<file path="src/hw/rtl/lnwq_pkg.sv">
package lnwq_pkg;

  localparam int FIFO_DEPTH_DEFAULT = 32;

  localparam logic CMD_ENQUEUE = 1'b0;
  localparam logic CMD_TICK    = 1'b1;

  localparam logic [2:0] STEP_FIRST = 3'd0;
  localparam logic [2:0] STEP_LAST  = 3'd6;

  localparam logic [6:0] EN_BIT = 7'h40;
  localparam logic [6:0] RS_BIT = 7'h10;

  // One classified word handed from the front to the back.
  typedef struct packed {
    logic       send;
    logic       accepted;
    logic       tick_enable;
    logic [5:0] fill_count;
    logic [7:0] data;
  } job_t;

  // Port value for one step of the seven-write nibble sequence.
  function automatic logic [6:0] nibble_value(input logic [7:0] data, input logic [2:0] step);
    logic [6:0] hi;
    logic [6:0] lo;
    logic [6:0] v;
    hi = {3'b000, data[7:4]} | (data[7] ? 7'h00 : RS_BIT);
    lo = {3'b000, data[3:0]} | (data[7] ? 7'h00 : RS_BIT);
    unique case (step)
      3'd0:    v = hi;
      3'd1:    v = hi | EN_BIT;
      3'd2:    v = hi;
      3'd3:    v = lo;
      3'd4:    v = lo | EN_BIT;
      3'd5:    v = lo;
      default: v = 7'h00;
    endcase
    return v;
  endfunction

endpackage

</file>
<file path="src/hw/rtl/lnwq_front.sv">
module lnwq_front #(
  parameter int FIFO_DEPTH = lnwq_pkg::FIFO_DEPTH_DEFAULT
) (
  input  logic           clk,
  input  logic           rst,
  input  logic           push,
  output logic           full,
  input  logic           command,
  input  logic [7:0]     data_byte,
  output logic           job_valid,
  output lnwq_pkg::job_t job,
  input  logic           job_take
);
  import lnwq_pkg::*;

  localparam int AW = $clog2(FIFO_DEPTH);
  localparam int CW = $clog2(FIFO_DEPTH + 1);

  logic [7:0]    mem [FIFO_DEPTH];
  logic [AW-1:0] wr_idx, wr_idx_next;
  logic [AW-1:0] rd_idx, rd_idx_next;
  logic [CW-1:0] count, count_next;
  logic          irq, irq_next;
  logic          store_en, acc, send;
  logic          accept;
  logic          job_send, job_acc, job_irq;
  logic [5:0]    job_fill;
  logic [7:0]    rd_data;

  assign full   = job_valid && !job_take;
  assign accept = push && !full;

  always_comb begin
    wr_idx_next = wr_idx;
    rd_idx_next = rd_idx;
    count_next  = count;
    irq_next    = irq;
    store_en    = 1'b0;
    acc         = 1'b0;
    send        = 1'b0;
    if (command == CMD_ENQUEUE) begin
      if (count != CW'(FIFO_DEPTH)) begin
        store_en    = 1'b1;
        acc         = 1'b1;
        wr_idx_next = (wr_idx == AW'(FIFO_DEPTH - 1)) ? '0 : wr_idx + 1'b1;
        count_next  = count + 1'b1;
      end
      if (count_next == CW'(1)) begin
        irq_next = 1'b1;
      end
    end else begin
      if (count == '0) begin
        irq_next = 1'b0;
      end else begin
        acc         = 1'b1;
        send        = 1'b1;
        rd_idx_next = (rd_idx == AW'(FIFO_DEPTH - 1)) ? '0 : rd_idx + 1'b1;
        count_next  = count - 1'b1;
        if (count_next == '0) begin
          irq_next = 1'b0;
        end
      end
    end
  end

  always_ff @(posedge clk) begin
    if (rst) begin
      wr_idx    <= '0;
      rd_idx    <= '0;
      count     <= '0;
      irq       <= 1'b0;
      job_valid <= 1'b0;
    end else begin
      if (accept) begin
        wr_idx    <= wr_idx_next;
        rd_idx    <= rd_idx_next;
        count     <= count_next;
        irq       <= irq_next;
        job_valid <= 1'b1;
      end else if (job_take) begin
        job_valid <= 1'b0;
      end
    end
  end

  always_ff @(posedge clk) begin
    if (accept) begin
      job_send <= send;
      job_acc  <= acc;
      job_irq  <= irq_next;
      job_fill <= 6'(count_next);
      rd_data  <= mem[rd_idx];
      if (store_en) begin
        mem[wr_idx] <= data_byte;
      end
    end
  end

  assign job.send        = job_send;
  assign job.accepted    = job_acc;
  assign job.tick_enable = job_irq;
  assign job.fill_count  = job_fill;
  assign job.data        = rd_data;

endmodule

</file>
<file path="src/hw/rtl/lnwq_job_queue.sv">
module lnwq_job_queue (
  input  logic           clk,
  input  logic           rst,
  input  logic           in_valid,
  output logic           in_take,
  input  lnwq_pkg::job_t in_job,
  output logic           out_valid,
  output lnwq_pkg::job_t out_job,
  input  logic           out_pop
);
  import lnwq_pkg::*;

  job_t       slots [2];
  logic       wr_ptr, rd_ptr;
  logic [1:0] used;
  logic       do_push, do_pop;

  assign in_take   = in_valid && (used != 2'd2);
  assign out_valid = (used != 2'd0);
  assign out_job   = slots[rd_ptr];
  assign do_push   = in_take;
  assign do_pop    = out_pop && out_valid;

  always_ff @(posedge clk) begin
    if (rst) begin
      wr_ptr <= 1'b0;
      rd_ptr <= 1'b0;
      used   <= 2'd0;
    end else begin
      if (do_push) begin
        wr_ptr <= !wr_ptr;
      end
      if (do_pop) begin
        rd_ptr <= !rd_ptr;
      end
      if (do_push && !do_pop) begin
        used <= used + 2'd1;
      end else if (do_pop && !do_push) begin
        used <= used - 2'd1;
      end
    end
  end

  always_ff @(posedge clk) begin
    if (do_push) begin
      slots[wr_ptr] <= in_job;
    end
  end

endmodule

</file>
<file path="src/hw/rtl/lnwq_back.sv">
module lnwq_back (
  input  logic           clk,
  input  logic           rst,
  input  logic           job_valid,
  input  lnwq_pkg::job_t job,
  output logic           job_pop,
  output logic           empty,
  input  logic           pop,
  output logic           port_write,
  output logic [6:0]     port_value,
  output logic           last,
  output logic           accepted,
  output logic           tick_enable,
  output logic [5:0]     fill_count
);
  import lnwq_pkg::*;

  logic       out_valid;
  logic [2:0] step;
  logic       load;
  logic       last_c;

  assign empty   = !out_valid;
  assign load    = job_valid && (!out_valid || pop);
  assign last_c  = !job.send || (step == STEP_LAST);
  assign job_pop = load && last_c;

  always_ff @(posedge clk) begin
    if (rst) begin
      out_valid <= 1'b0;
      step      <= STEP_FIRST;
    end else begin
      if (load) begin
        out_valid <= 1'b1;
        step      <= last_c ? STEP_FIRST : step + 3'd1;
      end else if (pop) begin
        out_valid <= 1'b0;
      end
    end
  end

  always_ff @(posedge clk) begin
    if (load) begin
      port_write  <= job.send;
      port_value  <= job.send ? nibble_value(job.data, step) : 7'h00;
      last        <= last_c;
      accepted    <= job.accepted;
      tick_enable <= job.tick_enable;
      fill_count  <= job.fill_count;
    end
  end

endmodule

</file>
<file path="src/hw/rtl/lcd_nibble_write_queue_unit.sv">
// Channel   Direction  Handshake       Word
// input     in         push / full     command, data_byte
// result    out        pop / empty     port_write, port_value, last, accepted,
//                                      tick_enable, fill_count
//
// An enqueue gives one result word; a tick that finds a byte gives seven, one per cycle
// while pop is high; the back-end step counter holds the result side until all are taken.
// The first result passes the front job register, job queue and back output register.
// Synchronous reset empties the byte queue and clears the tick-enable flag.
// A two-entry job queue lets input words be taken while the result side is stalled.
module lcd_nibble_write_queue_unit #(
  parameter int FIFO_DEPTH = lnwq_pkg::FIFO_DEPTH_DEFAULT
) (
  input  logic       clk,
  input  logic       rst,
  input  logic       push,
  output logic       full,
  input  logic       command,
  input  logic [7:0] data_byte,
  output logic       empty,
  input  logic       pop,
  output logic       port_write,
  output logic [6:0] port_value,
  output logic       last,
  output logic       accepted,
  output logic       tick_enable,
  output logic [5:0] fill_count
);
  import lnwq_pkg::*;

  logic front_valid, front_take;
  job_t front_job;
  logic back_valid, back_pop;
  job_t back_job;

  lnwq_front #(.FIFO_DEPTH(FIFO_DEPTH)) u_front (
    .clk       (clk),
    .rst       (rst),
    .push      (push),
    .full      (full),
    .command   (command),
    .data_byte (data_byte),
    .job_valid (front_valid),
    .job       (front_job),
    .job_take  (front_take)
  );

  lnwq_job_queue u_queue (
    .clk       (clk),
    .rst       (rst),
    .in_valid  (front_valid),
    .in_take   (front_take),
    .in_job    (front_job),
    .out_valid (back_valid),
    .out_job   (back_job),
    .out_pop   (back_pop)
  );

  lnwq_back u_back (
    .clk         (clk),
    .rst         (rst),
    .job_valid   (back_valid),
    .job         (back_job),
    .job_pop     (back_pop),
    .empty       (empty),
    .pop         (pop),
    .port_write  (port_write),
    .port_value  (port_value),
    .last        (last),
    .accepted    (accepted),
    .tick_enable (tick_enable),
    .fill_count  (fill_count)
  );

endmodule

</file>
<file path="config.mk">
export PLATFORM = sky130hd
export DESIGN_NAME = lcd_nibble_write_queue_unit
export DESIGN_NICKNAME = d
export VERILOG_FILES = /design/src/hw/rtl/lnwq_pkg.sv /design/src/hw/rtl/lnwq_front.sv /design/src/hw/rtl/lnwq_job_queue.sv /design/src/hw/rtl/lnwq_back.sv /design/src/hw/rtl/lcd_nibble_write_queue_unit.sv
export SDC_FILE = /design/constraint.sdc
export NUM_CORES = 1
export LEC_CHECK = 0
export ABC_AREA = 1
export BUFFER_PORTS_ARGS = -buffer_cell sky130_fd_sc_hd__buf_2
export CAP_MARGIN = 30
export CORE_UTILIZATION = 60
export CTS_BUF_LIST = sky130_fd_sc_hd__clkbuf_8
export CTS_CLUSTER_SIZE = 24
export DETAILED_ROUTE_END_ITERATION = 6
export PLACE_DENSITY = 0.77
export SETUP_SLACK_MARGIN = 0.1
export SLEW_MARGIN = 25
export SYNTH_ARGS = -nofsm -noshare
export SYNTH_HDL_FRONTEND = slang
export SYNTH_SLANG_ARGS = --single-unit
</file>
<file path="constraint.sdc">
create_clock -name clk -period 3 [get_ports clk]
set_clock_uncertainty 0.2 [all_clocks]
set_input_delay 0.15 -clock clk [delete_from_list [all_inputs] [get_ports clk]]
set_output_delay 0.15 -clock clk [all_outputs]
set_load 0.1 [all_outputs]
</file>
==> key figures, run 1 <==
Run status
  – Status: complete, no violations

Die
  – Die width: ~160 um
  – Cell Rows: 56
  – Initial Util: 61.3%
  – Die H: approximately 160 um
  – Boundary pin count: 32
  – Core area: 0.0235 mm2
  – Full die area: between 0.02 and 0.025 mm2

Final layout
  – Share of cells above drive strength 1: about 14%
  – Ant. Diodes: 0
  – Finished Core Util: roughly two thirds
  – # nets final: 1,299
  – Design area: about 0.016 mm2
  – Area Growth Syn to Fin: 11.3%

Synthesis
  – Syn nets: 1,212
  – Synth Flop Type: edfxtp_1
  – Post-synth EDFFs: around 320
  – Post-synth cell types: 47
  – Area leader, netlist: edfxtp_1
  – Syn avg cell area: roughly 12 um2
  – Commonest cells in the netlist: edfxtp_1 (323), nand2_1 (222), nor2_1 (139)
  – Top cell type's share of synthesized area: ~67%
  – Mapped Area: 0.0144 mm2
  – Cell count after synthesis: roughly 1,200
  – Syn. warnings: 0
  – Most numerous cell in the Yosys netlist: edfxtp_1
  – FFs w/ async S/R, synth: 0%
  – Top post-synthesis cells by area: edfxtp_1 (67%), nand2_1 (5.8%), dfxtp_1 (3.7%)
  – Flops & latches, synth: 350
  – Sequential fraction of the synthesis area: a little under three quarters

Worst setup path
  – Critical setup path kind: reg -> reg
  – Flop2flop setup slack: between 0.3 and 0.4 ns
  – Crit path max-delay cell type: dfxtp_1
  – Crit path from: u_front.count[0]$_SDFFE_PP0P_
  – RR Startpoint: u_front.count[0]$_SDFFE_PP0P_
  – WP data required: slightly above 3 ns
  – WP data arrival: between 2 and 3 ns
  – Crit path capture type: register
  – Maximum fanout along the worst path: 7
  – Startpoint Class: register
  – Crit path cell chain: inv_2 -> ha_1 -> inv_1 -> nor2_8 -> nand3_2 -> nand3_2 -> nor2_1 -> inv_1 -> nor2_1 -> buf_4
  – Critical path's largest stage delay: 0.45 ns

Clock tree
  – Clk_lat worst skew: 0.60 ns
  – Reg clk slew, reported paths: ~0.06 ns
  – Clock sink count: 350
  – CTS root buf: clkbuf_8
  – Max Root-Sink Buffers: 3
  – H-tree levels: 2
  – CTS tree: built
  – Inserted Clock Buffers: between 50 and 60

Drt
  – Routed length per instance: approximately 20 um
  – Antenna Violating Nets Remaining: 0
  – Vias: ~9,400
  – Detailed Routing Iterations Pass 1: 6
  – Initial DRC Count: slightly below 1,000
  – Detailed-route wire length: between 30,000 and 40,000 um
  – Number of vias per cell: between 5 and 6
  – DRC: 0

GRT
  – Initial antenna violation count: 0
  – Global routing usage on met3: 5.34%
  – Grt met1 use: roughly 34%
  – Vias in the first global route: around 9,200
  – GR Util met2: a little under half
  – GR peak layer: met2
  – Remaining Overflow, GRT: 0
  – Total Routing Usage GR: 27.0%
  – Global-route wire length before repair: ~49,000 um
  – Largest net degree at the start of global routing: around 140

STA
  – Rel. slew slack: 42.5%
  – Finish-stage setup viols: 0
  – Post-route setup slack: roughly 0.39 ns
  – Setup_tns: 0 ns
  – Tcrit/Tclk final: 87.0%
  – RSZ-0062 raised after global routing: no
  – Worst-Margin Slew: between 0.8 and 0.9 ns
  – Final Max Slew Viols: 0
  – Final Hold Fails: 0
  – Fmax: about 380 MHz
  – Min Tclk post-route: between 2 and 3 ns
  – Hold WS: ~0.0059 ns

Placement
  – DP HPWL: between 15,000 and 20,000 um
  – Port-buffer cells: 30
  – Post-DP Area: 0.0150 mm2
  – Dpl ws: approximately 0.35 ns
  – Gpl congestion: just under 0.9

Pwr
  – Peak VDD IR: roughly 0.00066 V
  – Leak: 5.93 nW
  – PwrDens: around 750 mW/mm2

Min path
  – Worst Hold Class: in -> reg
  – Min-delay src: data_byte[1]

Flow run
  – Max Cap Viol: 0
[cell families (layout without fill, tap and decap cells)]
group | Yosys count | in the layout | synth area share, %
xor gates and xnor gates | 9 | 9 | 0.546
buffers and inverters | 124 | 251 | 4.53
other | 1 | 1 | 0.0260
AOI/OAI and AO/OA | 194 | 194 | 7.99
and+or+nand+nor | 491 | 491 | 14.6
adders and majority gates | 15 | 15 | 1.30
DFF | 350 | 350 | 71.0
[final timing paths]
kind	end	cells after the start
setup / recovery	u_front.mem[3][4]$_DFFE_PP_	10
hold / removal	u_front.mem[14][1]$_DFFE_PP_	1
setup reg to reg	u_front.mem[3][4]$_DFFE_PP_	10
hold reg to reg	u_queue.slots[1][15]$_DFFE_PP_	0
[power by group]
part	leakage, nW	total, W	internal (W)	switching (W)
Combinational	2.19	0.00257	0.000536	0.00204
Sequential	3.16	0.00586	0.00574	0.000122
Clock	0.588	0.00361	0.00187	0.00174
Total	5.93	0.0121	0.00815	0.00390
[per-layer routing]
| layer | vias to the layer above | wire, um |
|---|---|---|
| met5 | - | 0 |
| met4 | 0 | 1190 |
| met3 | 90 | 2770 |
| met2 | 466 | 15900 |
| met1 | 4424 | 12100 |
| li1 | 4381 | - |
[cell usage in the layout, fill, tap and decap left out, types with 3 or more instances in the layout]
cell type      instances
clkinv_2               6
o21ai_0               84
o21ai_2                3
nand2_1              221
nand2_2                4
buf_4                 49
inv_1                 75
nor2_1               139
inv_2                  7
inv_4                  4
dlygate4sd3_1         11
o2111ai_1              8
a31oi_1               11
nand2_4                3
nand3_1               91
dfxtp_1               26
xor2_1                 9
or2_2                  6
nor3_1                10
a21oi_1               42
o221ai_1              16
buf_2                 30
clkinv_1               9
o21ai_1                6
nand3_2                4
clkbuf_8              55
ha_1                  15
edfxtp_1             323
o211ai_1              17
[stage by stage]
step,power (W),instances
global route,0.0126,1630
finish,0.0121,1630
floorplan,0.00796,1184
CTS,0.0121,1630
detailed placement,0.00850,1524
global placement,0.00844,1524
[critical path: cells and delay by family, from the launching register on]
family                     cells  cell delay (ns)
and+or+nand+nor                5             0.80
adders and majority gates      1             0.24
DFF                            1             0.45
buffers and inverters          4             0.65
[what timing repair did]
action	4_1_cts	5_1_grt
resized for setup	0	1
endpoints found under the setup margin	0	7
endpoints found under the hold margin	85	0
setup buffers	0	0
hold buffers	11	0
[state kept, by name, summed over array words and instances, names as in the netlist, 2 cells and up, named ones only]
signal / cells
u_front.mem: 256
u_queue.slots: 34
u_front.rd_data: 8
u_back.fill_count: 6
u_back.port_value: 6
u_front.count: 6
u_front.job_fill: 6
u_front.rd_idx: 5
u_front.wr_idx: 5
u_back.step: 3
u_queue.used: 2
[layout make-up]
type / count / area (um2)
clock inverter: 40 / 226
tap: 319 / 399
timing repair buffer: 91 / 648
clock buffer: 55 / 757
fill: 1660 / 7470
multi-input combinational: 710 / 3540
sequential: 350 / 10200
inverter: 65 / 254
(Power assumes the default switching activity.)
==> run 2: changes to the inputs <==
--- a/config.mk
+++ b/config.mk
@@ -8,11 +8,12 @@
 export ABC_AREA = 1
 export BUFFER_PORTS_ARGS = -buffer_cell sky130_fd_sc_hd__buf_2
 export CAP_MARGIN = 30
-export CORE_UTILIZATION = 60
+export CORE_UTILIZATION = 50
 export CTS_BUF_LIST = sky130_fd_sc_hd__clkbuf_8
 export CTS_CLUSTER_SIZE = 24
 export DETAILED_ROUTE_END_ITERATION = 6
-export PLACE_DENSITY = 0.77
+export PLACE_DENSITY = 0.66
+export REMOVE_ABC_BUFFERS = 1
 export SETUP_SLACK_MARGIN = 0.1
 export SLEW_MARGIN = 25
 export SYNTH_ARGS = -nofsm -noshare
==> constraint.sdc (replaced) <==
create_clock -name clk -period 3 [get_ports clk]
set_clock_uncertainty 0.2 [all_clocks]
set_input_delay 0.45 -clock clk [delete_from_list [all_inputs] [get_ports clk]]
set_output_delay 0.45 -clock clk [all_outputs]
set_load 0.1 [all_outputs]
==> run 2 against run 1 <==
  * Via count shrank 1.3%
  * Flip-flop and latch count is the same
  * Sequential power is essentially flat
  * Maximum frequency grew 3.1%
  * Clock power grew 8.0%
  * Critical path depth is the same
  * Cell area grew 0.70%
  * Utilization shrank 11 points
  * Critical path type unchanged
  * Critical endpoint is now u_front.mem[27][1]$_DFFE_PP_
==> key figures, run 2 (same netlist as run 1, synthesis figures left out) <==
Run status
  – Status: complete, no violations

GRT
  – Remaining Overflow, GRT: 0
  – Vias in the first global route: between 9,000 and 10,000
  – Initial antenna violation count: 0
  – Global-route wire length before repair: just over 50,000 um
  – Largest net degree at the start of global routing: 136
  – Total Routing Usage GR: a little under a quarter

Min path
  – Worst Hold Class: in -> reg

Die
  – Boundary pin count: 32
  – Die H: roughly 170 um
  – Core area: roughly 0.028 mm2
  – Full die area: a little under 0.03 mm2
  – Cell Rows: 61
  – Initial Util: between 50% and 60%
  – Die width: between 150 and 200 um

Drt
  – Number of vias per cell: around 5.5
  – DRC: 0
  – Detailed-route wire length: 32,700 um
  – Initial DRC Count: roughly 1,000
  – Antenna Violating Nets Remaining: 0
  – Vias: 9,238
  – Detailed Routing Iterations Pass 1: 5
  – Routed length per instance: 19.4 um

Final layout
  – Largest register by flop count: u_front.mem
  – Top Registers: u_front.mem (256), u_queue.slots (34), u_front.rd_data (8)
  – Fillers: between 2,000 and 2,500
  – # nets final: about 1,300
  – Multi-input gate area: around 0.0035 mm2
  – Finished Core Util: 57.6%
  – Reg area: about 0.01 mm2
  – Number of flip-flops in the largest register: around 260
  – Share of cells above drive strength 1: between 15 and 20%
  – Most frequent cells in the layout: edfxtp_1 (323), nand2_1 (222), nor2_1 (139), nand3_1 (91), o21ai_0 (84)
  – Area Growth Syn to Fin: 12.1%
  – Ant. Diodes: 0
  – Commonest non-fill, non-tap cell in the layout: edfxtp_1
  – Cell Count, Final, Fillers Out: around 1,700

Worst setup path
  – Critical setup path kind: reg -> reg
  – WP data required: slightly above 3 ns
  – Crit path capture type: register
  – WP data arrival: 2.64 ns
  – Crit path buf inv count: 4
  – Crit path cell chain: inv_2 -> ha_1 -> inv_1 -> nor2_8 -> nand3_2 -> nand3_2 -> nor2_1 -> inv_1 -> nor2_1 -> buf_4
  – Maximum fanout along the worst path: 8
  – Crit-path leading delay family: simple AND/OR/NAND/NOR gates
  – Startpoint Class: register
  – Critical path's largest stage delay: ~0.46 ns
  – Crit path max-delay cell type: dfxtp_1

Clock tree
  – CTS root buf: clkbuf_8
  – Max Root-Sink Buffers: 3
  – CTS tree: built
  – Post-CTS setup buffers: 0
  – Reg clk slew, reported paths: approximately 0.060 ns
  – H-tree levels: 2
  – Inserted Clock Buffers: 56
  – Clock sink count: 350
  – Clk_lat worst skew: about 0.6 ns

Pwr
  – Leak: ~6 nW
  – PwrDens: between 700 and 800 mW/mm2
  – Peak VDD IR: 0.000413 V

STA
  – RSZ-0062 raised after global routing: no
  – Fmax: ~400 MHz
  – Final Max Slew Viols: 0
  – Tcrit/Tclk final: a little over four fifths
  – Hold WS: between 0.1 and 0.15 ns
  – Min Tclk post-route: between 2 and 3 ns
  – Worst-Margin Slew: about 0.89 ns
  – Finish-stage setup viols: 0
  – Rel. slew slack: between 40 and 50%
  – Final Hold Fails: 0

Flow run
  – Max Cap Viol: 0

Placement
  – DP HPWL: ~20,000 um
  – Port-buffer cells: 30
  – Gpl congestion: just under 0.9
  – Post-Place Cells: about 1,600
[run 2: cell types whose count changed in the layout (fill, tap and decap cells not counted), moves of 2 or more]
cell           delta
inv_1             -3
clkinv_1          -2
dlygate4sd3_1     -9
clkbuf_8         +11
clkinv_2          -2
[run 2: area by class of cell]
class / instances / share of cell area, %
well taps: 378 / 2.92
inverters: 65 / 1.57
multi-input cells: 710 / 21.9
clock buffers: 66 / 5.61
flip-flops and latches: 350 / 63.3
clock inverters: 34 / 1.11
repair buffers: 84 / 3.62
[run 2: layer usage]
layer  part of all wire [%]  global-route usage (%)
met5                      0                       0
met4                    3.3                    10.2
met3                    5.9                    3.78
met2                     49                    38.2
met1                     42                    29.6
[run 2: power by group]
group | switching (W) | total, W | internal, W
Sequential | 0.000120 | 0.00586 | 0.00574
Combinational | 0.00202 | 0.00255 | 0.000536
Clock | 0.00182 | 0.00390 | 0.00208
Total | 0.00396 | 0.0123 | 0.00836
[run 2: timing repair]
item                                   4_1_cts  5_1_grt
hold buffers                                 2        0
endpoints found under the hold margin        2        0
setup endpoints to repair                    0        0
resized for setup                            0        0
[run 2: final timing paths]
path	start	to	slack (ns)	cells after the start
worst max-delay path	u_front.count[0]$_SDFFE_PP0P_	u_front.mem[27][1]$_DFFE_PP_	0.47	10
worst min-delay path	command	u_front.job_fill[3]$_DFFE_PP_	0.10	2
worst max register to register	u_front.count[0]$_SDFFE_PP0P_	u_front.mem[27][1]$_DFFE_PP_	0.47	10
worst min register to register	u_front.job_fill[5]$_DFFE_PP_	u_queue.slots[1][13]$_DFFE_PP_	0.25	0
[run 2: metrics by stage]
stage	setup slack, ns	power (W)	instance area, um2	TNS [ns]
floorplan	-1.53	0.00786	14000	-15.44
global placement	0.575	0.00847	15100	0
detailed placement	0.494	0.00852	15100	0
CTS	0.477	0.0124	16200	0
global route	0.274	0.0129	16200	0
finish	0.470	0.0123	16200	0
==> run 3: changes to the inputs <==
--- a/config.mk
+++ b/config.mk
@@ -5,7 +5,7 @@
 export SDC_FILE = /design/constraint.sdc
 export NUM_CORES = 1
 export LEC_CHECK = 0
-export ABC_AREA = 1
+export ABC_AREA = 0
 export BUFFER_PORTS_ARGS = -buffer_cell sky130_fd_sc_hd__buf_2
 export CAP_MARGIN = 30
 export CORE_UTILIZATION = 50
==> constraint.sdc (replaced) <==
create_clock -name clk -period 2.35 [get_ports clk]
set_clock_uncertainty 0.2 [all_clocks]
set_input_delay 0.3525 -clock clk [delete_from_list [all_inputs] [get_ports clk]]
set_output_delay 0.3525 -clock clk [all_outputs]
set_load 0.1 [all_outputs]
==> run 3 against run 2 <==
  * Flip-flop and latch count unchanged
  * Die area is 1.8% lower
  * Maximum frequency is 14% higher
  * Synthesized cell count down 28%
  * Largest power group unchanged
  * Critical path type unchanged
==> key figures, run 3 <==
Drt
  – Routed length per instance: approximately 21 um
  – Number of vias per cell: roughly 5.5
  – Detailed-route wire length: roughly 30,000 um
  – Antenna Violating Nets Remaining: 0
  – Vias: just under 8,000
  – Initial DRC Count: 717
  – Detailed Routing Iterations Pass 1: 5
  – DRC: 0

Synthesis
  – Cell count after synthesis: 850
  – Syn avg cell area: around 17 um2
  – Post-Synth Simple-Gate Area: 5.77%
  – Post-synthesis mux area share: about an eighth
  – Area leader, netlist: edfxtp_1
  – FFs w/ async S/R, synth: 0%
  – Post-synth cell types: 62
  – Top post-synthesis cells by area: edfxtp_1 (68%), mux2i_1 (6.1%), mux4_2 (5.1%)
  – Most numerous cell in the Yosys netlist: edfxtp_1
  – Flops & latches, synth: 350
  – Top cell type's share of synthesized area: approximately 68%
  – Sequential fraction of the synthesis area: around 72%
  – Synth Area in Compound Gates: under 10%
  – Syn. warnings: 0
  – Post-synth EDFFs: about 320
  – Synth Flop Type: edfxtp_1
  – Main combinational cell family by area after synthesis: multiplexers
  – Post-synthesis xor/xnor area fraction: less than 1%
  – Mapped Area: 0.0142 mm2
  – Fraction of the mapped netlist area in adder cells: under 10%
  – Commonest cells in the netlist: edfxtp_1 (323), mux2i_1 (86), nor2_1 (74)

STA
  – Worst-Margin Slew: about 0.8 ns
  – Final Hold Fails: 0
  – Setup_tns: 0 ns
  – Fmax: ~450 MHz
  – Post-route setup slack: between 0.1 and 0.15 ns
  – Tcrit/Tclk final: a little over nine tenths
  – Min Tclk post-route: between 2 and 2.5 ns
  – Hold WS: 0.0521 ns
  – Finish-stage setup viols: 0
  – Final Max Slew Viols: 0
  – Rel. slew slack: between 40% and 50%
  – RSZ-0062 raised after global routing: yes

Final layout
  – Commonest non-fill, non-tap cell in the layout: edfxtp_1
  – Area Growth Syn to Fin: 17.1%
  – Share of cells above drive strength 1: 26.7%
  – # nets final: around 1,000
  – Top Registers: u_front.mem (256), u_queue.slots (34), u_front.rd_data (8)
  – Fillers: between 2,000 and 2,500
  – Number of flip-flops in the largest register: 256
  – Most frequent cells in the layout: edfxtp_1 (323), mux2i_1 (84), buf_4 (73), nor2_1 (65), clkbuf_8 (59)
  – Cell Count, Final, Fillers Out: about 1,400
  – Largest register by flop count: u_front.mem
  – Design area: between 0.015 and 0.02 mm2

GRT
  – Global-route wire length before repair: about 44,000 um
  – Largest net degree at the start of global routing: 33
  – Total Routing Usage GR: 20.8%
  – Initial antenna violation count: 0
  – Remaining Overflow, GRT: 0
  – Vias in the first global route: around 7,600

Die
  – Cell Rows: 61
  – Boundary pin count: 32
  – Die width: 170 um
  – Die H: 170 um
  – Full die area: ~0.029 mm2
  – Core area: 0.0279 mm2
  – Initial Util: between 50 and 60%

Placement
  – DP HPWL: between 15,000 and 20,000 um
  – Post-Place Cells: roughly 1,300
  – Port-buffer cells: 30
  – Gpl congestion: between 0.8 and 0.9
  – Post-DP Area: ~0.015 mm2
  – Dpl ws: -0.0916 ns

Worst setup path
  – Crit path capture type: register
  – RR Startpoint: u_front.count[0]$_SDFFE_PP0P_
  – Startpoint Class: register
  – R2r endpoint: u_front.count[1]$_SDFFE_PP0P_
  – WP data arrival: 2.50 ns
  – WP data required: between 2 and 3 ns
  – Critical setup path kind: reg -> reg
  – Maximum fanout along the worst path: 7
  – Worst R2R Path Depth: 8
  – Flop2flop setup slack: about 0.13 ns

Clock tree
  – CTS tree: built
  – CTS root buf: clkbuf_8
  – Inserted Clock Buffers: 54
  – Clock sink count: between 300 and 400
  – H-tree levels: 2
  – Reg clk slew, reported paths: roughly 0.060 ns
  – Max Root-Sink Buffers: 3
  – Clk_lat worst skew: approximately 0.57 ns

Min path
  – Min-delay src: data_byte[4]
  – Worst Hold Class: in -> reg
  – Hold-critical path depth: 2
  – Hold EP: u_front.mem[30][4]$_DFFE_PP_

Pwr
  – Leak: roughly 5.6 nW
  – PwrDens: 916 mW/mm2
  – Peak VDD IR: ~0.00044 V

Run status
  – Status: complete, no violations

Flow run
  – Max Cap Viol: 0
run 3: changes by cell type after synthesis, sizes merged, moves of 32 or more:
cell   delta
inv      -46
mux4     +32
mux2i    +86
nand2   -198
o21ai    -82
nand3    -90
nor2     -69
run 3: repair_timing:
action,CTS,global route
gates cloned,0,1
endpoints found under the hold margin,2,0
setup buffers,3,2
endpoints found under the setup margin,259,275
hold buffers,2,0
pin swaps,5,2
resized for setup,20,22
run 3: per-stage QoR:
step | utilization, % | power [W]
floorplan | - | 0.00953
global placement | 54.8 | 0.0103
detailed placement | 54.8 | 0.0103
CTS | 59.1 | 0.0152
global route | 59.6 | 0.0158
finish | 59.6 | 0.0152
run 3: cell families (layout without fill, tap and decap cells):
| logic type | count (synthesis) | count (layout) |
|---|---|---|
| xor gates and xnor gates | 13 | 13 |
| other | 1 | 2 |
| adders and majority gates | 15 | 15 |
| buffers and inverters | 65 | 238 |
| and+or+nand+nor | 167 | 167 |
| AOI/OAI and AO/OA | 111 | 111 |
| DFF | 350 | 350 |
| muxes | 128 | 128 |
run 3: worst max path at each step:
stage / startpoint / slack (ns) / end
floorplan: u_front.rd_idx[1]$_SDFFE_PP0P_ / -2.24 / u_front.rd_idx[3]$_SDFFE_PP0P_
global placement: u_front.count[0]$_SDFFE_PP0P_ / -0.05 / u_front.mem[22][7]$_DFFE_PP_
detailed placement: u_front.count[0]$_SDFFE_PP0P_ / -0.09 / u_front.mem[13][5]$_DFFE_PP_
CTS: u_front.count[0]$_SDFFE_PP0P_ / 0.08 / u_front.mem[12][7]$_DFFE_PP_
global route: u_front.count[0]$_SDFFE_PP0P_ / 0.08 / u_front.count[1]$_SDFFE_PP0P_
finish: u_front.count[0]$_SDFFE_PP0P_ / 0.13 / u_front.count[1]$_SDFFE_PP0P_
run 3: final cells by class:
type / instances / area (um2) / area share [%]
clock buffer: 59 / 812 / 4.89
antenna: 1 / 2.50 / 0.0151
tap: 378 / 473 / 2.85
timing repair buffer: 120 / 968 / 5.83
multi-input combinational: 435 / 3770 / 22.7
sequential: 350 / 10200 / 61.8
inverter: 17 / 63.8 / 0.384
clock inverter: 42 / 259 / 1.56
run 3: report_power, final:
group	switching [W]	internal [W]	leakage, nW
logic	0.00197	0.000947	1.81
clock network	0.00225	0.00264	0.596
registers	0.000138	0.00725	3.16
total	0.00436	0.0108	5.56
run 3: worst max-delay path, stage by stage, from the launching register on:
cell and delay (ns):
dfxtp_2 0.32, inv_2 0.07, ha_4 0.14, buf_6 0.11, or4b_4 0.52, buf_4 0.17, nor4b_2 0.30, o21ai_0 0.13
a21oi_1 0.18
run 3: metal layers:
metal | vias to the layer above | routed length [um] | part of all wire (%) | global-route usage (%)
li1 | 3593 | - | - | -
met4 | 0 | 844 | 2.8 | 7.36
met2 | 264 | 14000 | 47 | 32.9
met1 | 3803 | 13100 | 44 | 28.8
met5 | - | 0 | 0 | 0
met3 | 61 | 1780 | 6.0 | 4.16
